## src/sdspi_pkg.sv

```systemverilog
// ----------------------------------------------------------------------------
// sdspi_pkg
// Types, codes and command bytes shared by the SD card SPI start-up sequencer.
// ----------------------------------------------------------------------------
package sdspi_pkg;

	// Defaults
	localparam int          DUMMY_BYTES_DEF = 10;
	localparam logic [7:0]  POLL_LIMIT_RST  = 8'd100;

	// Bus byte values and R1 flags
	localparam logic [7:0]  BYTE_FILL   = 8'hFF;
	localparam logic [7:0]  BYTE_NONE   = 8'h00;
	localparam logic [7:0]  R1_IDLE     = 8'h01;
	localparam logic [7:0]  R1_ILLEGAL  = 8'h04;
	localparam logic [7:0]  OCR_CCS     = 8'h40;

	// Command frame and trailing field lengths
	localparam logic [2:0]  CMD_LEN     = 3'd6;
	localparam logic [2:0]  TRAIL_LEN   = 3'd4;

	// Item kind carried in tuser
	localparam logic        MODE_START  = 1'b0;
	localparam logic        MODE_XFER   = 1'b1;

	typedef enum logic [1:0] {
		ST_OK      = 2'd0,
		ST_TIMEOUT = 2'd1,
		ST_NOT_SD  = 2'd2
	} status_t;

	typedef enum logic [1:0] {
		CT_UNKNOWN = 2'd0,
		CT_SD1     = 2'd1,
		CT_SD2     = 2'd2,
		CT_SDHC    = 2'd3
	} ctype_t;

	typedef enum logic [23:0] {
		PH_IDLE        = 24'h000001,
		PH_DUMMY       = 24'h000002,
		PH_C0_SEND     = 24'h000004,
		PH_C0_POLL     = 24'h000008,
		PH_C0_GAP      = 24'h000010,
		PH_C8_SEND     = 24'h000020,
		PH_C8_POLL     = 24'h000040,
		PH_C8_TRAIL    = 24'h000080,
		PH_C8_GAP      = 24'h000100,
		PH_OCR1_SEND   = 24'h000200,
		PH_OCR1_POLL   = 24'h000400,
		PH_OCR1_TRAIL  = 24'h000800,
		PH_LOOP_GAP    = 24'h001000,
		PH_C55_SEND    = 24'h002000,
		PH_C55_POLL    = 24'h004000,
		PH_C55_GAP     = 24'h008000,
		PH_A41_SEND    = 24'h010000,
		PH_A41_POLL    = 24'h020000,
		PH_OCR2_SEND   = 24'h040000,
		PH_OCR2_POLL   = 24'h080000,
		PH_OCR2_TRAIL  = 24'h100000,
		PH_END_OK      = 24'h200000,
		PH_END_TIMEOUT = 24'h400000,
		PH_END_NOTSD   = 24'h800000
	} phase_t;

	// One result word; tx_byte sits in the low bits
	typedef struct packed {
		ctype_t     card_type;
		status_t    status;
		logic       finished;
		logic       power_enable;
		logic       select_active;
		logic [7:0] tx_byte;
	} result_t;

	// Byte of a command frame; positions past the frame read as fill
	function automatic logic [7:0] cmd_byte(input phase_t ph, input logic [2:0] idx);
		logic [47:0] frame;
		logic [7:0]  b;
		begin
			priority case (ph)
				PH_C0_SEND:                 frame = 48'h40_00_00_00_00_95;
				PH_C8_SEND:                 frame = 48'h48_00_00_01_AA_87;
				PH_OCR1_SEND, PH_OCR2_SEND: frame = 48'h7A_00_00_00_00_FD;
				PH_C55_SEND:                frame = 48'h77_00_00_00_00_65;
				default:                    frame = 48'h69_40_00_00_00_77;
			endcase
			unique case (idx)
				3'd0:    b = frame[47:40];
				3'd1:    b = frame[39:32];
				3'd2:    b = frame[31:24];
				3'd3:    b = frame[23:16];
				3'd4:    b = frame[15:8];
				3'd5:    b = frame[7:0];
				default: b = BYTE_FILL;
			endcase
			return b;
		end
	endfunction

endpackage

```

## src/sdspi_ctrl.sv

```systemverilog
// ----------------------------------------------------------------------------
// sdspi_ctrl
// Sequencer state and next-state logic; produces the result word for the
// state after the current word.
// ----------------------------------------------------------------------------
module sdspi_ctrl #(
	parameter int DUMMY_BYTES = sdspi_pkg::DUMMY_BYTES_DEF
) (
	input  logic                clk,
	input  logic                arst_n,
	input  logic                fire,
	input  logic                mode,
	input  logic [7:0]          rx_byte,
	input  logic [7:0]          poll_limit,
	output sdspi_pkg::result_t  res
);

	sdspi_pkg::phase_t phase_q, phase_d;
	logic [2:0]        bidx_q, bidx_d;
	logic [7:0]        pcnt_q, pcnt_d;
	sdspi_pkg::ctype_t dtype_q, dtype_d;

	logic [8:0]        dummy_inc;
	logic [7:0]        poll_inc;
	logic [2:0]        bidx_inc;
	logic              ended, running, sending;

	assign dummy_inc = {1'b0, pcnt_q} + 9'd1;
	assign poll_inc  = (pcnt_q == 8'hFF) ? pcnt_q : pcnt_q + 8'd1;
	assign bidx_inc  = bidx_q + 3'd1;

	// Next state
	always_comb begin
		phase_d = phase_q;
		bidx_d  = bidx_q;
		pcnt_d  = pcnt_q;
		dtype_d = dtype_q;
		if (mode == sdspi_pkg::MODE_START) begin
			phase_d = sdspi_pkg::PH_DUMMY;
			bidx_d  = 3'd0;
			pcnt_d  = 8'd0;
			dtype_d = sdspi_pkg::CT_UNKNOWN;
		end else begin
			unique case (phase_q)
				sdspi_pkg::PH_DUMMY: begin
					if (dummy_inc >= 9'(DUMMY_BYTES)) begin
						phase_d = sdspi_pkg::PH_C0_SEND;
						pcnt_d  = 8'd0;
						bidx_d  = 3'd0;
					end else begin
						pcnt_d  = dummy_inc[7:0];
					end
				end
				sdspi_pkg::PH_C0_POLL, sdspi_pkg::PH_C8_POLL, sdspi_pkg::PH_OCR1_POLL,
				sdspi_pkg::PH_C55_POLL, sdspi_pkg::PH_A41_POLL,
				sdspi_pkg::PH_OCR2_POLL: begin
					bidx_d = 3'd0;
					pcnt_d = 8'd0;
					if (rx_byte != sdspi_pkg::BYTE_FILL) begin
						// response byte
						unique case (phase_q)
							sdspi_pkg::PH_C0_POLL: begin
								if (rx_byte == sdspi_pkg::R1_IDLE) begin
									phase_d = sdspi_pkg::PH_C0_GAP;
								end else begin
									phase_d = sdspi_pkg::PH_END_NOTSD;
									dtype_d = sdspi_pkg::CT_UNKNOWN;
								end
							end
							sdspi_pkg::PH_C8_POLL: begin
								if ((rx_byte & sdspi_pkg::R1_ILLEGAL) != 8'd0) begin
									phase_d = sdspi_pkg::PH_C8_GAP;
									dtype_d = sdspi_pkg::CT_SD1;
								end else begin
									phase_d = sdspi_pkg::PH_C8_TRAIL;
									dtype_d = sdspi_pkg::CT_UNKNOWN;
								end
							end
							sdspi_pkg::PH_OCR1_POLL, sdspi_pkg::PH_C55_POLL: begin
								if ((rx_byte & sdspi_pkg::R1_ILLEGAL) != 8'd0) begin
									phase_d = sdspi_pkg::PH_END_NOTSD;
									dtype_d = sdspi_pkg::CT_UNKNOWN;
								end else if (phase_q == sdspi_pkg::PH_OCR1_POLL) begin
									phase_d = sdspi_pkg::PH_OCR1_TRAIL;
								end else begin
									phase_d = sdspi_pkg::PH_C55_GAP;
								end
							end
							sdspi_pkg::PH_A41_POLL: begin
								if ((rx_byte & sdspi_pkg::R1_IDLE) != 8'd0)
									phase_d = sdspi_pkg::PH_LOOP_GAP;
								else if (dtype_q == sdspi_pkg::CT_SD1)
									phase_d = sdspi_pkg::PH_END_OK;
								else
									phase_d = sdspi_pkg::PH_OCR2_SEND;
							end
							default: phase_d = sdspi_pkg::PH_OCR2_TRAIL;
						endcase
					end else if (poll_inc >= poll_limit) begin
						phase_d = sdspi_pkg::PH_END_TIMEOUT;
						dtype_d = sdspi_pkg::CT_UNKNOWN;
					end else begin
						bidx_d = bidx_q;
						pcnt_d = poll_inc;
					end
				end
				sdspi_pkg::PH_C8_TRAIL, sdspi_pkg::PH_OCR1_TRAIL,
				sdspi_pkg::PH_OCR2_TRAIL: begin
					// CCS lives in the first OCR byte
					if (phase_q == sdspi_pkg::PH_OCR2_TRAIL && bidx_q == 3'd0)
						dtype_d = ((rx_byte & sdspi_pkg::OCR_CCS) != 8'd0) ?
							sdspi_pkg::CT_SDHC : sdspi_pkg::CT_SD2;
					if (bidx_inc >= sdspi_pkg::TRAIL_LEN) begin
						bidx_d = 3'd0;
						pcnt_d = 8'd0;
						priority case (phase_q)
							sdspi_pkg::PH_C8_TRAIL:   phase_d = sdspi_pkg::PH_C8_GAP;
							sdspi_pkg::PH_OCR1_TRAIL: phase_d = sdspi_pkg::PH_LOOP_GAP;
							default:                  phase_d = sdspi_pkg::PH_END_OK;
						endcase
					end else begin
						bidx_d = bidx_inc;
					end
				end
				sdspi_pkg::PH_C0_GAP, sdspi_pkg::PH_C8_GAP, sdspi_pkg::PH_LOOP_GAP,
				sdspi_pkg::PH_C55_GAP: begin
					bidx_d = 3'd0;
					pcnt_d = 8'd0;
					priority case (phase_q)
						sdspi_pkg::PH_C0_GAP:   phase_d = sdspi_pkg::PH_C8_SEND;
						sdspi_pkg::PH_C8_GAP:   phase_d = sdspi_pkg::PH_OCR1_SEND;
						sdspi_pkg::PH_LOOP_GAP: phase_d = sdspi_pkg::PH_C55_SEND;
						default:                phase_d = sdspi_pkg::PH_A41_SEND;
					endcase
				end
				sdspi_pkg::PH_C0_SEND, sdspi_pkg::PH_C8_SEND, sdspi_pkg::PH_OCR1_SEND,
				sdspi_pkg::PH_C55_SEND, sdspi_pkg::PH_A41_SEND,
				sdspi_pkg::PH_OCR2_SEND: begin
					if (bidx_inc >= sdspi_pkg::CMD_LEN) begin
						bidx_d = 3'd0;
						pcnt_d = 8'd0;
						priority case (phase_q)
							sdspi_pkg::PH_C0_SEND:   phase_d = sdspi_pkg::PH_C0_POLL;
							sdspi_pkg::PH_C8_SEND:   phase_d = sdspi_pkg::PH_C8_POLL;
							sdspi_pkg::PH_OCR1_SEND: phase_d = sdspi_pkg::PH_OCR1_POLL;
							sdspi_pkg::PH_C55_SEND:  phase_d = sdspi_pkg::PH_C55_POLL;
							sdspi_pkg::PH_A41_SEND:  phase_d = sdspi_pkg::PH_A41_POLL;
							default:                 phase_d = sdspi_pkg::PH_OCR2_POLL;
						endcase
					end else begin
						bidx_d = bidx_inc;
					end
				end
				// idle and end phases ignore exchanges
				default: ;
			endcase
		end
	end

	// State registers
	always_ff @(posedge clk or negedge arst_n) begin
		if (!arst_n) begin
			phase_q <= sdspi_pkg::PH_IDLE;
			bidx_q  <= 3'd0;
			pcnt_q  <= 8'd0;
			dtype_q <= sdspi_pkg::CT_UNKNOWN;
		end else if (fire) begin
			phase_q <= phase_d;
			bidx_q  <= bidx_d;
			pcnt_q  <= pcnt_d;
			dtype_q <= dtype_d;
		end
	end

	// Result for the state just entered
	assign ended   = (phase_d == sdspi_pkg::PH_END_OK) ||
	                 (phase_d == sdspi_pkg::PH_END_TIMEOUT) ||
	                 (phase_d == sdspi_pkg::PH_END_NOTSD);
	assign running = (phase_d != sdspi_pkg::PH_IDLE) && !ended;
	assign sending = (phase_d == sdspi_pkg::PH_C0_SEND) ||
	                 (phase_d == sdspi_pkg::PH_C8_SEND) ||
	                 (phase_d == sdspi_pkg::PH_OCR1_SEND) ||
	                 (phase_d == sdspi_pkg::PH_C55_SEND) ||
	                 (phase_d == sdspi_pkg::PH_A41_SEND) ||
	                 (phase_d == sdspi_pkg::PH_OCR2_SEND);

	always_comb begin
		if (!running)
			res.tx_byte = sdspi_pkg::BYTE_NONE;
		else if (sending)
			res.tx_byte = sdspi_pkg::cmd_byte(phase_d, bidx_d);
		else
			res.tx_byte = sdspi_pkg::BYTE_FILL;
		res.select_active = running && (phase_d != sdspi_pkg::PH_DUMMY);
		res.power_enable  = running;
		res.finished      = ended;
		if (phase_d == sdspi_pkg::PH_END_TIMEOUT)
			res.status = sdspi_pkg::ST_TIMEOUT;
		else if (phase_d == sdspi_pkg::PH_END_NOTSD)
			res.status = sdspi_pkg::ST_NOT_SD;
		else
			res.status = sdspi_pkg::ST_OK;
		res.card_type = dtype_d;
	end

endmodule

```

## src/sd_card_spi_init_sequencer.sv

```systemverilog
// ----------------------------------------------------------------------------
// Path: a word accepted on the slave side passes the input register and then
// the result register. Throughput: one word per cycle while the master side
// does not stall; the sequencer state advances in one step.
// Reset: arst_n clears the sequencer to idle, the poll limit to 100 and both
// pipeline stages to empty.
// ----------------------------------------------------------------------------
// ----------------------------------------------------------------------------
// sd_card_spi_init_sequencer
// Byte-slot sequencer for SD card SPI-mode start-up, with stream handshakes.
// ----------------------------------------------------------------------------
module sd_card_spi_init_sequencer #(
	parameter int DUMMY_BYTES = sdspi_pkg::DUMMY_BYTES_DEF
) (
	input  logic        clk,
	input  logic        arst_n,
	// slave side
	input  logic        s_tvalid,
	output logic        s_tready,
	input  logic [7:0]  s_tdata,   // [7:0] rx_byte
	input  logic        s_tuser,   // [0] mode
	// master side
	output logic        m_tvalid,
	input  logic        m_tready,
	output logic [15:0] m_tdata,   // [7:0] tx_byte, [8] select_active,
	                               // [9] power_enable, [10] finished,
	                               // [12:11] status, [14:13] card_type
	// configuration
	input  logic        cfg_wen,
	input  logic [7:0]  cfg_wdata  // response_poll_limit
);

	logic               valid_s1;
	logic               mode_s1;
	logic [7:0]         rx_s1;
	logic               m_valid_q;
	sdspi_pkg::result_t res_q;
	sdspi_pkg::result_t res_d;
	logic [7:0]         limit_q;
	logic               out_free, fire;

	assign out_free = !m_valid_q || m_tready;
	assign fire     = valid_s1 && out_free;
	assign s_tready = !valid_s1 || out_free;

	// Poll limit register
	always_ff @(posedge clk or negedge arst_n) begin
		if (!arst_n)
			limit_q <= sdspi_pkg::POLL_LIMIT_RST;
		else if (cfg_wen)
			limit_q <= cfg_wdata;
	end

	// Input register
	always_ff @(posedge clk or negedge arst_n) begin
		if (!arst_n) begin
			valid_s1 <= 1'b0;
		end else if (s_tready) begin
			valid_s1 <= s_tvalid;
		end
	end

	always_ff @(posedge clk) begin
		if (s_tvalid && s_tready) begin
			mode_s1 <= s_tuser;
			rx_s1   <= s_tdata;
		end
	end

	// Sequencer
	sdspi_ctrl #(
		.DUMMY_BYTES (DUMMY_BYTES)
	) u_ctrl (
		.clk        (clk),
		.arst_n     (arst_n),
		.fire       (fire),
		.mode       (mode_s1),
		.rx_byte    (rx_s1),
		.poll_limit (limit_q),
		.res        (res_d)
	);

	// Result register
	always_ff @(posedge clk or negedge arst_n) begin
		if (!arst_n) begin
			m_valid_q <= 1'b0;
		end else if (out_free) begin
			m_valid_q <= valid_s1;
		end
	end

	always_ff @(posedge clk) begin
		if (fire)
			res_q <= res_d;
	end

	assign m_tvalid = m_valid_q;
	assign m_tdata  = {1'b0, res_q};

	// Checks
	a_fire_gives_word: assert property (@(posedge clk) disable iff (!arst_n)
		fire |=> m_valid_q)
		else $error("processed word did not reach the result register");

	a_stall_reason: assert property (@(posedge clk) disable iff (!arst_n)
		!s_tready |-> (valid_s1 && m_valid_q && !m_tready))
		else $error("input stalled without a blocked result");

	a_error_end: assert property (@(posedge clk) disable iff (!arst_n)
		(m_valid_q && res_q.status != sdspi_pkg::ST_OK) |->
			(res_q.finished && res_q.card_type == sdspi_pkg::CT_UNKNOWN &&
			 !res_q.power_enable))
		else $error("error status without a clean end");

endmodule

```

## config.mk

```make
export PLATFORM = sky130hd
export DESIGN_NAME = sd_card_spi_init_sequencer
export DESIGN_NICKNAME = d
export VERILOG_FILES = /design/src/sdspi_pkg.sv /design/src/sdspi_ctrl.sv /design/src/sd_card_spi_init_sequencer.sv
export SDC_FILE = /design/constraint.sdc
export NUM_CORES = 1
export LEC_CHECK = 0
export BUFFER_PORTS_ARGS = -buffer_cell sky130_fd_sc_hd__buf_2
export CORE_ASPECT_RATIO = 2
export CORE_MARGIN = 5
export CORE_UTILIZATION = 35
export DETAILED_ROUTE_END_ITERATION = 7
export GPL_TIMING_DRIVEN = 0
export HOLD_SLACK_MARGIN = 0.1
export PLACE_DENSITY = 0.5
export SKIP_CTS_REPAIR_TIMING = 1
export SYNTH_ARGS = -nofsm -noshare
export SYNTH_HDL_FRONTEND = slang
export SYNTH_SLANG_ARGS = --single-unit
```

## constraint.sdc

```tcl
create_clock -name clk -period 13.5 [get_ports clk]
set_clock_uncertainty 0.2 [all_clocks]
set_input_delay 0.675 -clock clk [delete_from_list [all_inputs] [get_ports clk]]
set_output_delay 0.675 -clock clk [all_outputs]
set_load 0.005 [all_outputs]
```

# Word-level counts from Yosys, hierarchy flattened
# Index checks and enable logic that the tools add are counted.
# word_totals
register_bits,71
inputBits,22
word_cells,137
output_inout_bits,18
# op_classes
eq_ne,43
add_sub_neg,3
n_reduce_logical,26
muxes,46
magnitude_cmp,4
# ops
operator,count
$mux 24,9
$pmux 46 s4,1
$pmux 24 s5,1
$pmux 20 s5,1
$pmux 24 s4,1
$mux 8,8
$pmux 17 s3,1
$eq 24x10->1 const B,2
$eq 24x14->1 const B,2
$eq 24x17->1 const B,2
$eq 24x19->1 const B,2
$eq 24x3->1 const B,2
$eq 24x6->1 const B,2
$pmux 8 s6,1
$pmux 22 s2,1
$pmux 8 s5,1
$eq 24x11->1 const B,1
$eq 24x12->1 const B,1
$eq 24x13->1 const B,1
$eq 24x15->1 const B,1
$eq 24x16->1 const B,1
$eq 24x18->1 const B,1
$eq 24x2->1 const B,1
$eq 24x20->1 const B,1
44 further kinds,77

# Logic depth before layout (Yosys ltp)
# Gate-level depths: netlist of run 1.
# logic_depth
depth_word,14
depth_mapped,19

# Cells and area by module
# From an unflattened synthesis of run 1, not the netlist that was laid out.
# hier_totals
hier_cells,607
hier_area_um2,5326.4
# modules_own_cells
module,area_each_um2,instances,seq_area_each_um2,cells_per_inst
sdspi_ctrl,4170.2,1,927.1,556
sd_card_spi_init_sequencer,1156.1,1,974.7,51

# Least setup slack after synthesis of run 1
# Ideal clock, no wire load.
# synth_path
path_kind,reg-to-reg
start,reg u_ctrl.pcnt_q[0]
end,"reg res_q, in the netlist m_tdata[1], data pin"
path_stages_with_launch,20
arrival_time_ps,4383
setup_slack_ps,8647
required_ps,13030
period_less_slack_ps,4853
cell_sequence,dfrtp_1 > ha_1 > clkbuf_1 > and4_1 > nand4_1 > xnor2_1 > ha_1 > nand2b_1 > a2111oi_0 > o311ai_0 > a211o_1 > o311ai_2 > or2_1 > buf_6 > a21oi_2 > a211o_1 > or4_1 > o2111a_1 > o21ai_1 > a31oi_1
# synth_via
elab_chain_len,14
word_cells_on_any_way,45
# synth_lines
item,line,source
start: declaration,sdspi_ctrl.sv:20,"logic [7:0] pcnt_q, pcnt_d;"
start signal: assignment,sdspi_ctrl.sv:170,pcnt_q <= pcnt_d;
"parallel branches: the longest is 14 deep, another holds $add 8x1->8",-,
end signal: assignment,sd_card_spi_init_sequencer.sv:94,res_q <= res_d;
end: declaration,sd_card_spi_init_sequencer.sv:37,sdspi_pkg::result_t res_q;
# Parallel ways; which one is timed is not known.
# A chain may end at the register's enable or synchronous reset.

# Final worst setup path of run 1
# Ends and elaborated chain as after synthesis.

==> results of run 1 <==
==> registers in the layout, summed over array words and instances, names as in the netlist <==
signal and cells:
u_ctrl.bidx_q 3, u_ctrl.dtype_q 2, m_tdata 15, m_tvalid 1
limit_q 8, rx_s1 8, u_ctrl.pcnt_q 8, valid_s1 1
u_ctrl.phase_q 24, mode_s1 1
==> worst paths after layout <==
path                                              start                      endpoint  slack (ns)  cells past startpoint
hold / removal                     valid_s1$_DFFE_PN0N_          m_tvalid$_DFFE_PN0P_        0.30                      1
hold reg to reg                    valid_s1$_DFFE_PN0N_          m_tvalid$_DFFE_PN0P_        0.30                      1
min in group asynchronous                        arst_n  u_ctrl.pcnt_q[5]$_DFFE_PN0P_        0.37                      1
max in group asynchronous                        arst_n          valid_s1$_DFFE_PN0N_       11.95                      1
setup reg to reg           u_ctrl.pcnt_q[0]$_DFFE_PN0P_      m_tdata[1]$_SDFFCE_PN0P_        7.47                     17
setup / recovery           u_ctrl.pcnt_q[0]$_DFFE_PN0P_      m_tdata[1]$_SDFFCE_PN0P_        7.47                     17
==> stage by stage <==
step	worst slack, ns	instance area [um2]	utilization
floorplan	8.647	5255	-
global placement	7.668	5689	0.3839
CTS	7.487	5949	0.4015
detailed placement	7.503	5689	0.3839
global route	7.070	5949	0.4015
finish	7.473	5949	0.4015
==> power by group <==
part | leakage [nW] | internal, mW | switching (mW) | total, mW
clock network | 0.120 | 0.124 | 0.0933 | 0.217
registers | 0.825 | 0.235 | 0.00972 | 0.245
logic | 1.42 | 0.0493 | 0.107 | 0.156
==> layer usage <==
metal,global-route usage,routed length [um],up-vias
met1,0.2188,6792,2472
met3,0.03198,630,75
met2,0.4214,10670,161
met4,0.1850,1743,0
met5,0,0,-
li1,-,-,2430
==> cell usage after synthesis (11+ instances only) <==
master	count
nor3_1	18
clkbuf_1	26
inv_1	19
ha_1	13
a21oi_1	23
nor4_1	22
dfrtp_1	43
a31oi_1	11
o21ai_0	49
nand3_1	25
nand4_1	20
nand2_1	83
nor2_1	38
edfxtp_1	24
==> final cells by class <==
class / instances / share of cell area
Buffer: 35 / 0.02839
Clock buffer: 12 / 0.03975
Clock inverter: 4 / 0.003996
Inverter: 20 / 0.01262
Multi-Input combinational cell: 492 / 0.5226
Sequential cell: 71 / 0.3197
Tap cell: 195 / 0.04101
Timing Repair Buffer: 38 / 0.03197
==> layout by cell type (no fill, tap or decap), drive strengths merged, types with 5 or more instances in the layout <==
cell     n
nand2   83
nand3   25
o21ai   57
edfxtp  24
or4      9
a31oi   11
nor4b    6
nor2b    8
nor4    28
a21oi   26
dfrtp   43
inv     19
clkbuf  38
nor3b    7
a211o    5
nor3    21
nand2b   8
and2     5
and4     5
o211ai   5
xnor2    7
or2      6
a21o    10
o31ai    8
a22o     8
nand4   21
and3     6
ha      13
buf     47
nor2    40
==> cell families (layout without fill, tap and decap cells) <==
family	count (synthesis)	in the layout	synth area share
simple gates	297	297	0.3169
compound gates	166	166	0.2164
flops	71	71	0.3619
buf+inv	55	109	0.04643
fa+ha+maj	13	13	0.03095
xor+xnor	11	11	0.01833
mux	4	4	0.008333
other cells	1	1	0.0007136
==> flow_summary.yaml, run 1 <==
sta:
  max_freq_mhz: 165.9
  finalCritPeriodShare: 0.4464
  finalMaxSlewViolations: 0
  setup_tns_ns: 0
  rsz0062_at_grt: "false"
  setup_violations: 0
  slew_headroom: 0.07265
  whs_ns: 0.2980
  layout_min_cycle_time_ns: 6.027
  finalHoldViolations: 0
  worstMarginPinSlew_ns: 1.374
worst_hold_path:
  hold_path.class: "reg2reg"
yosys:
  syn-cell-area_mm2: 0.005255
  synth-seq-area-share: 0.3619
  ys_warn_count: 0
  avgSynthCellArea_um2: 8.503
  ys_types: 81
  synth_top_flop_cell: "dfrtp_1"
  synth_top_cell_by_area: "dfrtp_1"
  synthCells: 618
  synthTopCellsByArea: "dfrtp_1 20%, edfxtp_1 14%, nand2_1 5.9%"
  synth_fp_nets: 653
  synth_edf_count: 24
  ys_ff_latch: 71
  synth_top_area_share: 0.2048
  synthArstFlopShare: 0.6620
final_layout:
  fin_nets: 702
  seq_area_mm2: 0.001902
  instances_no_fill: 867
  drive_gt1_frac: 0.1518
  fill_cells: 1596
  multi_input_area_mm2: 0.003109
  syn2layout_area_growth_pct: 13.21
  n_antenna_cell: 0
place:
  gp_congestion: 0.9708
  place_inst: 851
  numPortBuffers: 38
  dp_hpwl_mm: 15.96
setup_path:
  crit_chain: "ha_1 -> clkbuf_1 -> and4_1 -> nand4_1 -> xnor2_1 -> ha_1 -> nand2b_1 -> a2111oi_0 -> o311a_1 -> a211oi_1 -> o41ai_1 -> nand2_1 -> nor4b_1 -> nand4_1 -> o2111a_1 -> o21ai_1 -> a31oi_1"
  crit_type: "reg2reg"
  crit_family: "compound AO/OA/AOI/OAI gates"
  cp.arrival_ns: 5.90
  path_buf_inv: 1
  slowest_stage: "o41ai_1"
  crit_path_start_kind: "flop"
  endpoint_kind: "flop"
  max_stage_delay_ns: 0.86
  crit_fanout: 8
  worst-endpoint-required_ns: 13.37
clock_network:
  root_buffer: "clkbuf_16"
  cts_tree: "done"
  cts_buffers: 9
  h-tree-depth: 3
  cts_num_sinks: 71
  clk_latency_ns: 0.34
  path_clk_slew_ns: 0.06
  cts_buffer_depth: 2
floorplan:
  start_util: 0.3546
  io_pins: 40
  rows: 63
  fp.dieArea_mm2: 0.01771
  fp.coreArea_mm2: 0.01482
  die_y_um: 183.3
  die_x_um: 96.65
routing:
  post-route-drc-count: 0
  wire_per_inst_um: 22.87
  wirelength_mm: 19.83
  detail_route.iter0.violations: 335
  vias_per_cell: 5.926
  dr.pass1.iters: 5
  antenna_left: 0
  vias: 5138
flow_run:
  maxCapViolCount: 0
grt:
  grt_usage: 0.2268
  antenna_found_initial: 0
  grt_pass1_vias: 5333
  grt_max_degree: 48
  grt_remaining_overflow: 0
  grt_pass1_wl_mm: 30.72
pwr:
  ir_drop_mv: 0.05887
  leakagePower_nw: 2.368
  p_per_area_mw_per_mm2: 103.9
  finalPower_mw: 0.6182
run_status:
  outcome: "finished clean"
(Power assumes the default switching activity.)
==> run 2: changes to the inputs <==
==> constraint.sdc (replaced) <==
create_clock -name clk -period 5.8 [get_ports clk]
set_clock_uncertainty 0.2 [all_clocks]
set_input_delay 0.29 -clock clk [delete_from_list [all_inputs] [get_ports clk]]
set_output_delay 0.29 -clock clk [all_outputs]
set_load 0.005 [all_outputs]
==> run 2 against run 1 <==
Compared with the run above: worst setup slack got worse by 7.0 ns; largest power group unchanged; critical path depth rose by 3; maximum frequency rose by 14%; global-route usage did not move; clock power rose by 130%; register-to-register slack got worse by 7.0 ns; total power rose by 140%; sequential power rose by 130%; clock-buffer cell count did not move; non-clock buffer count rose by 27; first-iteration DRC count rose by 6.6%; routed wire length rose by 1.8%.
==> flow_summary.yaml, run 2 (synthesis gave the netlist of run 1 again) <==
place:
  gp_congestion: 0.9708
  dp_hpwl_mm: 15.96
  numPortBuffers: 38
  place_inst: 851
  pre_cts_ws_ns: -0.1974
grt:
  grt_pass1_wl_mm: 30.72
  grt_usage: 0.2268
  antenna_found_initial: 0
  grt_max_degree: 48
  grt_pass1_vias: 5333
  grt_remaining_overflow: 0
clock_network:
  cts_buffers: 9
  clk_latency_ns: 0.34
  root_buffer: "clkbuf_16"
  cts_buffer_depth: 2
  path_clk_slew_ns: 0.06
  cts_tree: "done"
  cts_num_sinks: 71
  h-tree-depth: 3
sta:
  max_freq_mhz: 188.5
  finalCritPeriodShare: 0.9149
  setup_tns_ns: 0
  worstMarginPinSlew_ns: 1.308
  setup_slack_ns: 0.4937
  slew_headroom: 0.1172
  rsz0062_at_grt: "false"
  finalMaxSlewViolations: 0
  finalHoldViolations: 0
  setup_violations: 0
  whs_ns: 0.2694
  layout_min_cycle_time_ns: 5.306
setup_path:
  crit_fanout: 9
  crit_path_start_kind: "flop"
  r2r-start: "u_ctrl.pcnt_q[0]$_DFFE_PN0P_"
  worst-endpoint-required_ns: 5.67
  crit_type: "reg2reg"
  endpoint_kind: "flop"
  cp.arrival_ns: 5.17
  cp-startpoint: "u_ctrl.pcnt_q[0]$_DFFE_PN0P_"
floorplan:
  die_y_um: 183.3
  io_pins: 40
  die_x_um: 96.65
  start_util: 0.3546
  rows: 63
  fp.coreArea_mm2: 0.01482
  fp.dieArea_mm2: 0.01771
final_layout:
  drive_gt1_frac: 0.1559
  syn2layout_area_growth_pct: 19.05
  regMostFlops: "u_ctrl.phase_q"
  finalCoreUtilization: 0.4222
  n_antenna_cell: 0
  fill_cells: 1562
  fin_nets: 729
  largest_reg_flops: 24
  layout_common_cells: "83 x nand2_1, 49 x o21ai_0, 43 x dfrtp_1, 41 x buf_2, 38 x nor2_1"
  final_common_cell: "nand2_1"
  instances_no_fill: 894
worst_hold_path:
  hold_path.class: "in2reg"
  worstHoldStart: "cfg_wen"
routing:
  vias: 5247
  post-route-drc-count: 0
  wire_per_inst_um: 22.58
  antenna_left: 0
  vias_per_cell: 5.869
  detail_route.iter0.violations: 357
  wirelength_mm: 20.19
  dr.pass1.iters: 5
pwr:
  leakagePower_nw: 2.492
  ir_drop_mv: 0.1380
  p_per_area_mw_per_mm2: 234.7
run_status:
  outcome: "finished clean"
flow_run:
  maxCapViolCount: 0
==> run 2: worst paths after layout <==
kind | depth (start not counted) | slack (ns) | to
min reg2reg | 1 | 0.30 | m_tvalid$_DFFE_PN0P_
max in group asynchronous | 2 | 4.08 | valid_s1$_DFFE_PN0N_
max reg2reg | 20 | 0.49 | m_tdata[1]$_SDFFCE_PN0P_
min | 4 | 0.27 | limit_q[5]$_DFFE_PN1P_
max | 20 | 0.49 | m_tdata[1]$_SDFFCE_PN0P_
min in group asynchronous | 2 | 0.53 | u_ctrl.pcnt_q[5]$_DFFE_PN0P_
==> run 2: final cells by class <==
class                      instances  area, um2  area share
clock inverter                     4      23.77    0.003800
clock buffer                      12      236.5     0.03780
timing repair buffer              65      455.4     0.07280
tap                              195      244.0     0.03900
inverter                          20      75.07     0.01200
sequential                        71       1902      0.3040
multi-input combinational        492       3151      0.5036
buffer                            35      168.9     0.02700
==> run 2: per-stage QoR <==
step | power [mW] | cell area [um2]
after global routing | 1.544 | 6256
after CTS | 1.450 | 5949
after global placement | 0.9330 | 5689
final | 1.468 | 6256
after detailed placement | 0.9402 | 5689
after floorplan | 0.8062 | 5255
==> run 2: worst max-delay path, stage by stage (launching register included) <==
cell and delay [ns]:
dfrtp_1 0.48, ha_1 0.19, clkbuf_1 0.28, and4_1 0.28, nand4_1 0.12, buf_4 0.20, xnor2_1 0.18, ha_1 0.26
nand2b_1 0.15, a2111oi_2 0.45, o311ai_2 0.21, a211o_1 0.31, o311ai_2 0.10, or2_1 0.17, buf_6 0.16, a21oi_2 0.06
a211o_1 0.28, or4_1 0.42, o2111a_1 0.28, o21ai_1 0.15, a31oi_1 0.10
==> run 2: metal layers <==
metal | global-route usage | up-vias | wire length [um]
met5 | 0 | - | 0
met4 | 0.1850 | 0 | 1731
met3 | 0.03198 | 75 | 671
met2 | 0.4214 | 175 | 10940
met1 | 0.2188 | 2509 | 6844
li1 | - | 2488 | -
==> run 2: where the power goes <==
part           total [mW]  internal, mW  switching, mW  leakage [nW]
clock network       0.505         0.288          0.218         0.120
registers           0.570         0.547         0.0226         0.825
logic               0.393         0.135          0.257          1.55
total                1.47         0.971          0.497          2.49
